[src/design/dcfcal_pkg.sv]
// Shared types and constants for the DCF77 decoder block.
// No dependencies.
`default_nettype none

package dcfcal_pkg;

  localparam int unsigned RunCountWidthDef = 8;
  localparam int unsigned CfgWidth         = 8;
  // Frame bits 0..58 are stored; bit 58 closes the frame.
  localparam int unsigned FrameLast        = 58;
  localparam int unsigned FrameBits        = FrameLast + 1;

  // Register reset values
  localparam logic [CfgWidth-1:0] RstTicksPerSec = 8'd100;
  localparam logic [CfgWidth-1:0] RstMarkerTicks = 8'd100;
  localparam logic [CfgWidth-1:0] RstZeroLowMin  = 8'd7;
  localparam logic [CfgWidth-1:0] RstOneLowMin   = 8'd13;

  typedef enum logic [1:0] {
    CfgTicksPerSec = 2'd0,
    CfgMarkerTicks = 2'd1,
    CfgZeroLowMin  = 2'd2,
    CfgOneLowMin   = 2'd3
  } cfg_reg_e;

  typedef struct packed {
    cfg_reg_e              reg_index;
    logic [CfgWidth-1:0]   wdata;
  } cfg_beat_t;

  typedef struct packed {
    logic signal_level;
  } in_beat_t;

  typedef struct packed {
    logic       second_mark;
    logic       in_sync;
    logic       frame_done;
    logic       frame_valid;
    logic [5:0] seconds;
    logic [5:0] minutes;
    logic [4:0] hours;
    logic [4:0] day_of_month;
    logic [3:0] month_num;
    logic [7:0] year_num;
    logic [2:0] weekday_num;
  } result_t;

  typedef struct packed {
    logic [5:0] sec;
    logic [5:0] min;
    logic [4:0] hour;
    logic [4:0] day;
    logic [3:0] month;
    logic [7:0] year;
    logic [2:0] wday;
  } clock_t;

  localparam clock_t ClockReset = '{
    sec:   6'd0,
    min:   6'd59,
    hour:  5'd23,
    day:   5'd31,
    month: 4'd12,
    year:  8'd0,
    wday:  3'd1
  };

  // Days per month, no leap years; out-of-range months count as 31.
  function automatic logic [4:0] month_days(input logic [3:0] m);
    logic [4:0] d;
    case (m) inside
      4'd2:                    d = 5'd28;
      4'd4, 4'd6, 4'd9, 4'd11: d = 5'd30;
      default:                 d = 5'd31;
    endcase
    return d;
  endfunction

endpackage

`default_nettype wire

[src/design/dcfcal_stream_if.sv]
// Valid/ready channel with a typed payload, used for all ports of the block.
// Payload types come from dcfcal_pkg.
`default_nettype none

interface dcfcal_stream_if #(
  parameter type T = logic
) ();
  logic valid;
  logic ready;
  T     data;

  modport source (output valid, output data, input ready);
  modport sink   (input valid, input data, output ready);
endinterface

`default_nettype wire

[src/design/dcfcal_frame_dec.sv]
// Frame field decoder: weighted BCD sums, range checks, prefix merge.
// Depends on dcfcal_pkg.
`default_nettype none

module dcfcal_frame_dec (
  input  logic [dcfcal_pkg::FrameBits-1:0] frame_i,
  input  dcfcal_pkg::clock_t               base_i,
  output dcfcal_pkg::clock_t               clock_o,
  output logic                             valid_o
);

  // Weights 1,2,4,8,10,20,40,80: low nibble plus ten times high nibble
  function automatic logic [7:0] bcd_weigh(input logic [7:0] b);
    logic [7:0] tens;
    tens = {4'd0, b[7:4]};
    return {4'd0, b[3:0]} + (tens << 3) + (tens << 1);
  endfunction

  logic [7:0] min_v, hour_v, day_v, wday_v, month_v, year_v;
  logic       hour_ok, min_ok, day_ok, wday_ok, month_ok, year_ok;

  assign min_v   = bcd_weigh({1'b0, frame_i[27:21]});
  assign hour_v  = bcd_weigh({2'b0, frame_i[34:29]});
  assign day_v   = bcd_weigh({2'b0, frame_i[41:36]});
  assign wday_v  = bcd_weigh({5'b0, frame_i[44:42]});
  assign month_v = bcd_weigh({3'b0, frame_i[49:45]});
  assign year_v  = bcd_weigh(frame_i[57:50]);

  assign hour_ok  = hour_v <= 8'd23;
  assign min_ok   = min_v <= 8'd59;
  assign day_ok   = (day_v >= 8'd1) && (day_v <= 8'd31);
  assign wday_ok  = (wday_v >= 8'd1) && (wday_v <= 8'd7);
  assign month_ok = (month_v >= 8'd1) && (month_v <= 8'd12);
  assign year_ok  = year_v <= 8'd99;

  // Fields are loaded in check order, stopping at the first bad one
  always_comb begin
    clock_o     = base_i;
    clock_o.sec = '0;
    if (hour_ok) begin
      clock_o.hour = hour_v[4:0];
      if (min_ok) begin
        clock_o.min = min_v[5:0];
        if (day_ok) begin
          clock_o.day = day_v[4:0];
          if (wday_ok) begin
            clock_o.wday = wday_v[2:0];
            if (month_ok) begin
              clock_o.month = month_v[3:0];
              if (year_ok) begin
                clock_o.year = year_v;
              end
            end
          end
        end
      end
    end
  end

  assign valid_o = hour_ok && min_ok && day_ok && wday_ok && month_ok && year_ok;

endmodule

`default_nettype wire

[src/design/dcf77_decoder_with_calendar_clock_unit.sv]
// DCF77 decoder top level: tick stage, second/bit logic, calendar, result register.
// Depends on dcfcal_pkg, dcfcal_stream_if and dcfcal_frame_dec.
// Each input beat passes the tick register, then the result register, before it is offered.
// Throughput: one input beat per cycle unless the output stalls; each tick is one
//   pass through the second/bit/calendar logic between the tick and result registers.
// Reset (rst_ni low, async): pipeline empties, clock loads 23:59 on 31.12.,
//   search mode, counters and the frame store cleared, registers to defaults.
`default_nettype none

module dcf77_decoder_with_calendar_clock_unit #(
  parameter int unsigned RUN_COUNT_WIDTH = dcfcal_pkg::RunCountWidthDef
) (
  input  logic            clk_i,
  input  logic            rst_ni,
  dcfcal_stream_if.sink   cfg_if,
  dcfcal_stream_if.sink   in_if,
  dcfcal_stream_if.source out_if
);

  // Run counters and 8-bit thresholds are compared at the wider of the two
  localparam int unsigned CmpW =
    (RUN_COUNT_WIDTH > dcfcal_pkg::CfgWidth) ? RUN_COUNT_WIDTH : dcfcal_pkg::CfgWidth;

  typedef logic [RUN_COUNT_WIDTH-1:0] run_t;
  typedef logic [CmpW-1:0]            cmp_t;

  // Rollover at the end of a local second: seconds carry into the calendar.
  function automatic dcfcal_pkg::clock_t roll_over(input dcfcal_pkg::clock_t c);
    dcfcal_pkg::clock_t r;
    r = c;
    if (c.sec > 6'd59) begin
      r.sec = '0;
      if (c.min >= 6'd59) begin
        r.min = '0;
        if (c.hour >= 5'd23) begin
          r.hour = '0;
          if (c.day >= dcfcal_pkg::month_days(c.month)) begin
            r.day = 5'd1;
            if (c.month >= 4'd12) begin
              r.month = 4'd1;
              r.year  = c.year + 8'd1;
            end else begin
              r.month = c.month + 4'd1;
            end
          end else begin
            r.day = c.day + 5'd1;
          end
          r.wday = (c.wday >= 3'd7) ? 3'd1 : c.wday + 3'd1;
        end else begin
          r.hour = c.hour + 5'd1;
        end
      end else begin
        r.min = c.min + 6'd1;
      end
    end
    return r;
  endfunction

  // ---------------------------------------------------------------------
  // Configuration registers; writes are always taken
  // ---------------------------------------------------------------------
  logic [dcfcal_pkg::CfgWidth-1:0] tps_q, marker_q, zero_min_q, one_min_q;

  assign cfg_if.ready = 1'b1;

  always_ff @(posedge clk_i or negedge rst_ni) begin
    if (!rst_ni) begin
      tps_q      <= dcfcal_pkg::RstTicksPerSec;
      marker_q   <= dcfcal_pkg::RstMarkerTicks;
      zero_min_q <= dcfcal_pkg::RstZeroLowMin;
      one_min_q  <= dcfcal_pkg::RstOneLowMin;
    end else if (cfg_if.valid) begin
      case (cfg_if.data.reg_index)
        dcfcal_pkg::CfgTicksPerSec: tps_q      <= cfg_if.data.wdata;
        dcfcal_pkg::CfgMarkerTicks: marker_q   <= cfg_if.data.wdata;
        dcfcal_pkg::CfgZeroLowMin:  zero_min_q <= cfg_if.data.wdata;
        dcfcal_pkg::CfgOneLowMin:   one_min_q  <= cfg_if.data.wdata;
        default: ;
      endcase
    end
  end

  // ---------------------------------------------------------------------
  // Handshake: tick register feeds the result register. The tick stage
  // refills when it is empty or the result register is free or being drained, so a
  // waiting result blocks the next input beat only while the tick stage is full.
  // ---------------------------------------------------------------------
  logic                s1_valid_q;
  logic                s1_level_q;
  logic                out_valid_q;
  dcfcal_pkg::result_t out_data_q, result;
  logic                out_free, s1_fire, in_take;

  assign out_free    = !out_valid_q || out_if.ready;
  assign s1_fire     = s1_valid_q && out_free;
  assign in_if.ready = !s1_valid_q || out_free;
  assign in_take     = in_if.valid && in_if.ready;

  assign out_if.valid = out_valid_q;
  assign out_if.data  = out_data_q;

  // ---------------------------------------------------------------------
  // Decoder state
  // ---------------------------------------------------------------------
  logic [7:0]                       tick_q, tick_d;
  run_t                             high_run_q, high_run_d, low_run_q, low_run_d;
  run_t                             high_inc, low_inc;
  logic [5:0]                       bit_idx_q, bit_idx_d, bit_idx_inc;
  logic [dcfcal_pkg::FrameBits-1:0] bits_q, bits_d;
  logic                             sync_q, sync_d;
  dcfcal_pkg::clock_t               clock_q, clock_d, bumped, rolled, dec_clock;
  logic                             dec_valid;
  logic [8:0]                       tick_inc;
  logic                             mark, done;
  cmp_t                             low_cmp, high_cmp, zero_cmp, one_cmp, marker_cmp;

  // Run counting for this tick's level (saturating)
  always_comb begin
    high_inc = (high_run_q != '1) ? high_run_q + run_t'(1) : high_run_q;
    low_inc  = (low_run_q != '1) ? low_run_q + run_t'(1) : low_run_q;
    if (s1_level_q) begin
      high_run_d = high_inc;
      low_run_d  = sync_q ? low_run_q : '0;
    end else begin
      low_run_d  = low_inc;
      high_run_d = sync_q ? high_run_q : '0;
    end
  end

  assign tick_inc   = {1'b0, tick_q} + 9'd1;
  assign mark       = tick_inc >= {1'b0, tps_q};

  assign high_cmp   = CmpW'(high_run_d);
  assign low_cmp    = CmpW'(low_run_d);
  assign marker_cmp = CmpW'(marker_q);
  assign zero_cmp   = CmpW'(zero_min_q);
  assign one_cmp    = CmpW'(one_min_q);

  // Bit classification at a second boundary in sync mode; a short low
  // time leaves the stored bit alone.
  always_comb begin
    bits_d = bits_q;
    if (mark && sync_q && (bit_idx_q < 6'(dcfcal_pkg::FrameBits))) begin
      if ((low_cmp > zero_cmp) && (low_cmp <= one_cmp)) begin
        bits_d[bit_idx_q] = 1'b0;
      end else if (low_cmp > one_cmp) begin
        bits_d[bit_idx_q] = 1'b1;
      end
    end
  end

  // Clock with seconds advanced, and after the rollover
  always_comb begin
    bumped     = clock_q;
    bumped.sec = clock_q.sec + 6'd1;
  end
  assign rolled = roll_over(bumped);

  // Frame decode sees the store including the bit closed on this tick
  dcfcal_frame_dec u_frame_dec (
    .frame_i (bits_d),
    .base_i  (rolled),
    .clock_o (dec_clock),
    .valid_o (dec_valid)
  );

  assign bit_idx_inc = bit_idx_q + 6'd1;

  // Second boundary handling
  always_comb begin
    tick_d    = tick_inc[7:0];
    bit_idx_d = bit_idx_q;
    sync_d    = sync_q;
    clock_d   = clock_q;
    done      = 1'b0;
    if (mark) begin
      tick_d = '0;
      if (!sync_q) begin
        // Minute marker: enter sync, skip this second's rollover
        if (high_cmp > marker_cmp) begin
          bit_idx_d = '0;
          sync_d    = 1'b1;
          clock_d   = bumped;
        end else begin
          clock_d = rolled;
        end
      end else if (bit_idx_inc > 6'(dcfcal_pkg::FrameLast)) begin
        // Frame end: load checked fields, drop sync on any bad field
        bit_idx_d = '0;
        done      = 1'b1;
        clock_d   = dec_clock;
        sync_d    = dec_valid;
      end else begin
        bit_idx_d = bit_idx_inc;
        clock_d   = rolled;
      end
    end
  end

  always_comb begin
    result.second_mark  = mark;
    result.in_sync      = sync_d;
    result.frame_done   = done;
    result.frame_valid  = done && dec_valid;
    result.seconds      = clock_d.sec;
    result.minutes      = clock_d.min;
    result.hours        = clock_d.hour;
    result.day_of_month = clock_d.day;
    result.month_num    = clock_d.month;
    result.year_num     = clock_d.year;
    result.weekday_num  = clock_d.wday;
  end

  // ---------------------------------------------------------------------
  // Registers
  // ---------------------------------------------------------------------
  always_ff @(posedge clk_i or negedge rst_ni) begin
    if (!rst_ni) begin
      s1_valid_q  <= 1'b0;
      out_valid_q <= 1'b0;
    end else begin
      if (in_take) begin
        s1_valid_q <= 1'b1;
      end else if (s1_fire) begin
        s1_valid_q <= 1'b0;
      end
      if (s1_fire) begin
        out_valid_q <= 1'b1;
      end else if (out_if.ready) begin
        out_valid_q <= 1'b0;
      end
    end
  end

  always_ff @(posedge clk_i) begin
    if (in_take) begin
      s1_level_q <= in_if.data.signal_level;
    end
    if (s1_fire) begin
      out_data_q <= result;
    end
  end

  always_ff @(posedge clk_i or negedge rst_ni) begin
    if (!rst_ni) begin
      tick_q     <= '0;
      high_run_q <= '0;
      low_run_q  <= '0;
      bit_idx_q  <= '0;
      bits_q     <= '0;
      sync_q     <= 1'b0;
      clock_q    <= dcfcal_pkg::ClockReset;
    end else if (s1_fire) begin
      tick_q     <= tick_d;
      // Runs restart at every boundary except a plain search-mode second
      high_run_q <= (mark && (sync_q || (high_cmp > marker_cmp))) ? '0 : high_run_d;
      low_run_q  <= (mark && (sync_q || (high_cmp > marker_cmp))) ? '0 : low_run_d;
      bit_idx_q  <= bit_idx_d;
      bits_q     <= bits_d;
      sync_q     <= sync_d;
      clock_q    <= clock_d;
    end
  end

endmodule

`default_nettype wire

[src/flat_wrapper.sv]
// flat-port wrapper written by rule: the top's interface ports become plain ports
module dcf77_decoder_with_calendar_clock_unit_flat import dcfcal_pkg::*;
#(
  parameter int unsigned RUN_COUNT_WIDTH = dcfcal_pkg::RunCountWidthDef
)
  (clk_i, rst_ni, cfg_if_valid, cfg_if_data, cfg_if_ready, in_if_valid, in_if_data, in_if_ready, out_if_valid, out_if_data, out_if_ready);
  dcfcal_stream_if #(.T(cfg_beat_t)) cfg_if_i ();
  dcfcal_stream_if #(.T(in_beat_t)) in_if_i ();
  dcfcal_stream_if #(.T(result_t)) out_if_i ();
  input  logic clk_i;
  input  logic rst_ni;
  input wire logic [$bits(cfg_if_i.valid)-1:0] cfg_if_valid;
  input wire logic [$bits(cfg_if_i.data)-1:0] cfg_if_data;
  output wire logic [$bits(cfg_if_i.ready)-1:0] cfg_if_ready;
  input wire logic [$bits(in_if_i.valid)-1:0] in_if_valid;
  input wire logic [$bits(in_if_i.data)-1:0] in_if_data;
  output wire logic [$bits(in_if_i.ready)-1:0] in_if_ready;
  output wire logic [$bits(out_if_i.valid)-1:0] out_if_valid;
  output wire logic [$bits(out_if_i.data)-1:0] out_if_data;
  input wire logic [$bits(out_if_i.ready)-1:0] out_if_ready;
  assign cfg_if_i.valid = cfg_if_valid;
  assign cfg_if_i.data = cfg_if_data;
  assign cfg_if_ready = cfg_if_i.ready;
  assign in_if_i.valid = in_if_valid;
  assign in_if_i.data = in_if_data;
  assign in_if_ready = in_if_i.ready;
  assign out_if_valid = out_if_i.valid;
  assign out_if_data = out_if_i.data;
  assign out_if_i.ready = out_if_ready;
  dcf77_decoder_with_calendar_clock_unit #(.RUN_COUNT_WIDTH(RUN_COUNT_WIDTH)) u_core (.clk_i(clk_i), .rst_ni(rst_ni), .cfg_if(cfg_if_i), .in_if(in_if_i), .out_if(out_if_i));
endmodule
[config.mk]
export PLATFORM = sky130hd
export DESIGN_NAME = dcf77_decoder_with_calendar_clock_unit_flat
export DESIGN_NICKNAME = d
export VERILOG_FILES = /design/src/design/dcfcal_pkg.sv /design/src/design/dcfcal_stream_if.sv /design/src/design/dcfcal_frame_dec.sv /design/src/design/dcf77_decoder_with_calendar_clock_unit.sv /design/src/flat_wrapper.sv
export SDC_FILE = /design/constraint.sdc
export NUM_CORES = 1
export LEC_CHECK = 0
export BUFFER_PORTS_ARGS = -buffer_cell sky130_fd_sc_hd__buf_2
export CORE_ASPECT_RATIO = 2
export CORE_UTILIZATION = 40
export DETAILED_ROUTE_END_ITERATION = 12
export SETUP_SLACK_MARGIN = 0.2
export SYNTH_ARGS = -nofsm -noshare
export SYNTH_HDL_FRONTEND = slang
export SYNTH_SLANG_ARGS = --single-unit
[constraint.sdc]
create_clock -name clk_i -period 7.8 [get_ports clk_i]
set_clock_uncertainty 0.2 [all_clocks]
set_input_delay 1.17 -clock clk_i [delete_from_list [all_inputs] [get_ports clk_i]]
set_output_delay 1.17 -clock clk_i [all_outputs]
set_load 0.02 [all_outputs]
==> impl_metrics.tcl <==
set metrics [dict create \
    relSlewSlack 0.262 \
    hold_path_class "register to register" \
    synth_commonest_cells "nand2_1 (198), dfrtp_1 (108), a21oi_1 (103), nor2_1 (100), o21ai_0 (97)" \
    num_rows 88 \
    worstPathRequired_ps 7870 \
    critical_path.max_fanout 9 \
    drv_cap 0 \
    final_hold_viol_count 0 \
    regArea_sq_um 4730 \
    yosys_register_bits 179 \
    cts_hold_buffers 0 \
    hpwlAfterDp_microns 25600 \
    gr-total-overflow 0 \
    dp_slack_ps 225 \
    crit_path_start_kind "register" \
    place_area_sq_um 12600 \
    post_cts_resized 0 \
    multi_input_area_sq_um 6620 \
    async_flop_share 0.765 \
    grt_pass1_wl_microns 53300 \
    cts_tree "done" \
    syn-cell-area_sq_um 11800 \
    numCtsBuffers 17 \
    nets 1467 \
    syn_inst 1327 \
    vdd_drop_max_uv 177 \
    fmax_ghz 0.141 \
    ioPinCount 60 \
    synth_edf_count 42 \
    cts_root_buffer "clkbuf_16" \
    antenna_cells 0 \
    clk_latency_ps 470 \
    avgRoutedWirePerCell_microns 19.4 \
    core-area_sq_um 29000 \
    vias 10200 \
    arrival_ps 7160 \
    ys_seq_area_frac 0.400 \
    synth_area_leaders "dfrtp_1 (23%), edfxtp_1 (11%), ha_1 (7.6%)" \
    finalMaxSlewViolations 0 \
    fin_crit_sh 0.909 \
    rsz0062_at_grt "false" \
    synth_top_area_frac 0.229 \
    synth_fp_nets 1421 \
    track_usage 0.235 \
    finish.instance_area_sq_um 13200 \
    final_layout_size_suffix_gt1_frac 0.159 \
    end_kind "register" \
    start_util 0.408 \
    fin_setup_tns_ps 0 \
    synth_area_leader_cell "dfrtp_1" \
    tightest_slew_ps 1100 \
    post-route-drc-count 0 \
    grt_pass1_vias 10000 \
    status "finished clean" \
    antenna_found_initial 0 \
    drtIter0Drc 667 \
    synth.avg_cell_area_sq_um 8.91 \
    io_buffers 58 \
    n_fill_cell 2842 \
    power.total_uw 2810 \
    place_congestion 0.912 \
    worstSetupPathType "register to register" \
    synth.distinct_cells 83 \
    die_area_sq_um 30300 \
    powerDensity_nw_per_um2 214 \
    synth_most_common_cell "nand2_1" \
    htree_levels 4 \
    fin_util 0.454 \
    fp.dieW_microns 124 \
    setup_viol 0 \
    worst_slack_ps 708 \
    fin_crit_ps 7090 \
    grt_max_degree 85 \
    die_h_microns 245 \
    vias_per_cell 5.84 \
    post_cts_buffers 0 \
    ant_nets 0 \
    clock-sinks 179 \
    dr.pass1.iters 5 \
    ys.warnings.count 0 \
    synthFlopType "dfrtp_1" \
    drt-total-wl_microns 33800 \
    areaGrowthSynthToFinish_pct 11.3 \
    leakage_uw 0.00567 \
    cts_buffer_depth 2 \
    clkTransAtPathRegs_ps 70 \
]
through the flow:
step	cells	hold WS, ps
after global routing	1746	302
after floorplan	1327	239
final	1746	281
after CTS	1746	280
after detailed placement	1714	261
after global placement	1714	252
placed cells by master (no fill, tap or decap), types with 14 or more instances in the layout:
| cell | instances |
|---|---|
| a21o_1 | 14 |
| a21oi_1 | 102 |
| a22o_1 | 27 |
| a31oi_1 | 17 |
| and3_1 | 15 |
| buf_2 | 57 |
| buf_4 | 30 |
| clkbuf_16 | 17 |
| dfrtp_1 | 108 |
| dfstp_2 | 29 |
| edfxtp_1 | 42 |
| ha_1 | 72 |
| inv_1 | 68 |
| mux2_2 | 38 |
| mux2i_1 | 20 |
| nand2_1 | 197 |
| nand2b_1 | 14 |
| nand3_1 | 39 |
| nand4_1 | 18 |
| nor2_1 | 99 |
| nor3_1 | 25 |
| o21ai_0 | 95 |
| o31ai_1 | 16 |
kinds of logic (layout without fill, tap and decap cells):
| logic type | Yosys count | after routing | share of synthesized area |
|---|---|---|---|
| buffers and inverters | 131 | 190 | 0.0434 |
| other | 1 | 1 | 0.000317 |
| muxes | 59 | 59 | 0.0544 |
| and+or+nand+nor | 479 | 479 | 0.193 |
| AOI/OAI and AO/OA | 380 | 380 | 0.208 |
| adders and majority gates | 78 | 78 | 0.0864 |
| DFF | 179 | 179 | 0.400 |
| xor gates and xnor gates | 20 | 20 | 0.0148 |
layer usage:
metal	share of wire	vias up	global-route usage
met5	0	-	0
met4	0.071	0	0.173
met3	0.028	106	0.0265
met2	0.54	268	0.432
met1	0.36	4911	0.236
li1	-	4907	-
final cells by class:
type / count / share of cell area
multi-input cells: 1017 / 0.503
flip-flops and latches: 179 / 0.359
repair buffers: 88 / 0.0397
well taps: 360 / 0.0342
clock buffers: 17 / 0.0323
inverters: 70 / 0.0201
clock inverters: 15 / 0.0118
registers in the layout, indices dropped and copies added, names as in the netlist:
name                 count
u_core.tps_q             8
u_core.one_cmp           8
u_core.bit_idx_q         6
u_core.low_run_q         8
u_core.bits_q           35
u_core.out_if.data      41
u_core.s1_level_q        1
u_core.high_run_q        8
u_core.clock_q           6
u_core.zero_cmp          8
u_core.sync_q            1
u_core.bumped           31
u_core.s1_valid_q        1
u_core.out_if.valid      1
u_core.tick_q            8
u_core.marker_cmp        8
report_power, final:
| part | switching, uW | internal [uW] | total [uW] |
|---|---|---|---|
| Clock | 405 | 474 | 879 |
| Combinational | 464 | 259 | 724 |
| Sequential | 107 | 1100 | 1210 |
| Total | 976 | 1840 | 2810 |
final timing paths:
check                                          from                    end  slack, ps  depth (start not counted)
worst max-delay path            u_core.low_run_q[2]  u_core.out_if.data[6]        710                         26
worst min-delay path              u_core.bits_q[52]      u_core.bits_q[52]        280                          2
worst max register to register  u_core.low_run_q[2]  u_core.out_if.data[6]        710                         26
worst min register to register    u_core.bits_q[52]      u_core.bits_q[52]        280                          2
max in group asynchronous                    rst_ni    u_core.bit_idx_q[4]       5500                          2
min in group asynchronous                    rst_ni        u_core.tps_q[1]        580                          1
worst max-delay path: stages (launching register included):
cell and delay, ps:
dfrtp_1 430, and3_1 210, nand2_1 80, nor2_1 180
nand4_1 210, a211oi_2 470, ha_1 340, a21oi_1 130
o21ai_0 100, o21a_1 140, o21ai_0 480, nor2_1 100
buf_4 210, and2_1 270, a21oi_1 260, ha_1 200
inv_1 60, fa_1 450, xor2_1 320, and4b_1 300
o211ai_1 100, mux2i_1 650, nor4_2 180, buf_4 210
a21oi_1 250, a2bb2oi_1 120, o22ai_1 260
Power figures use the tool's default switching activity.
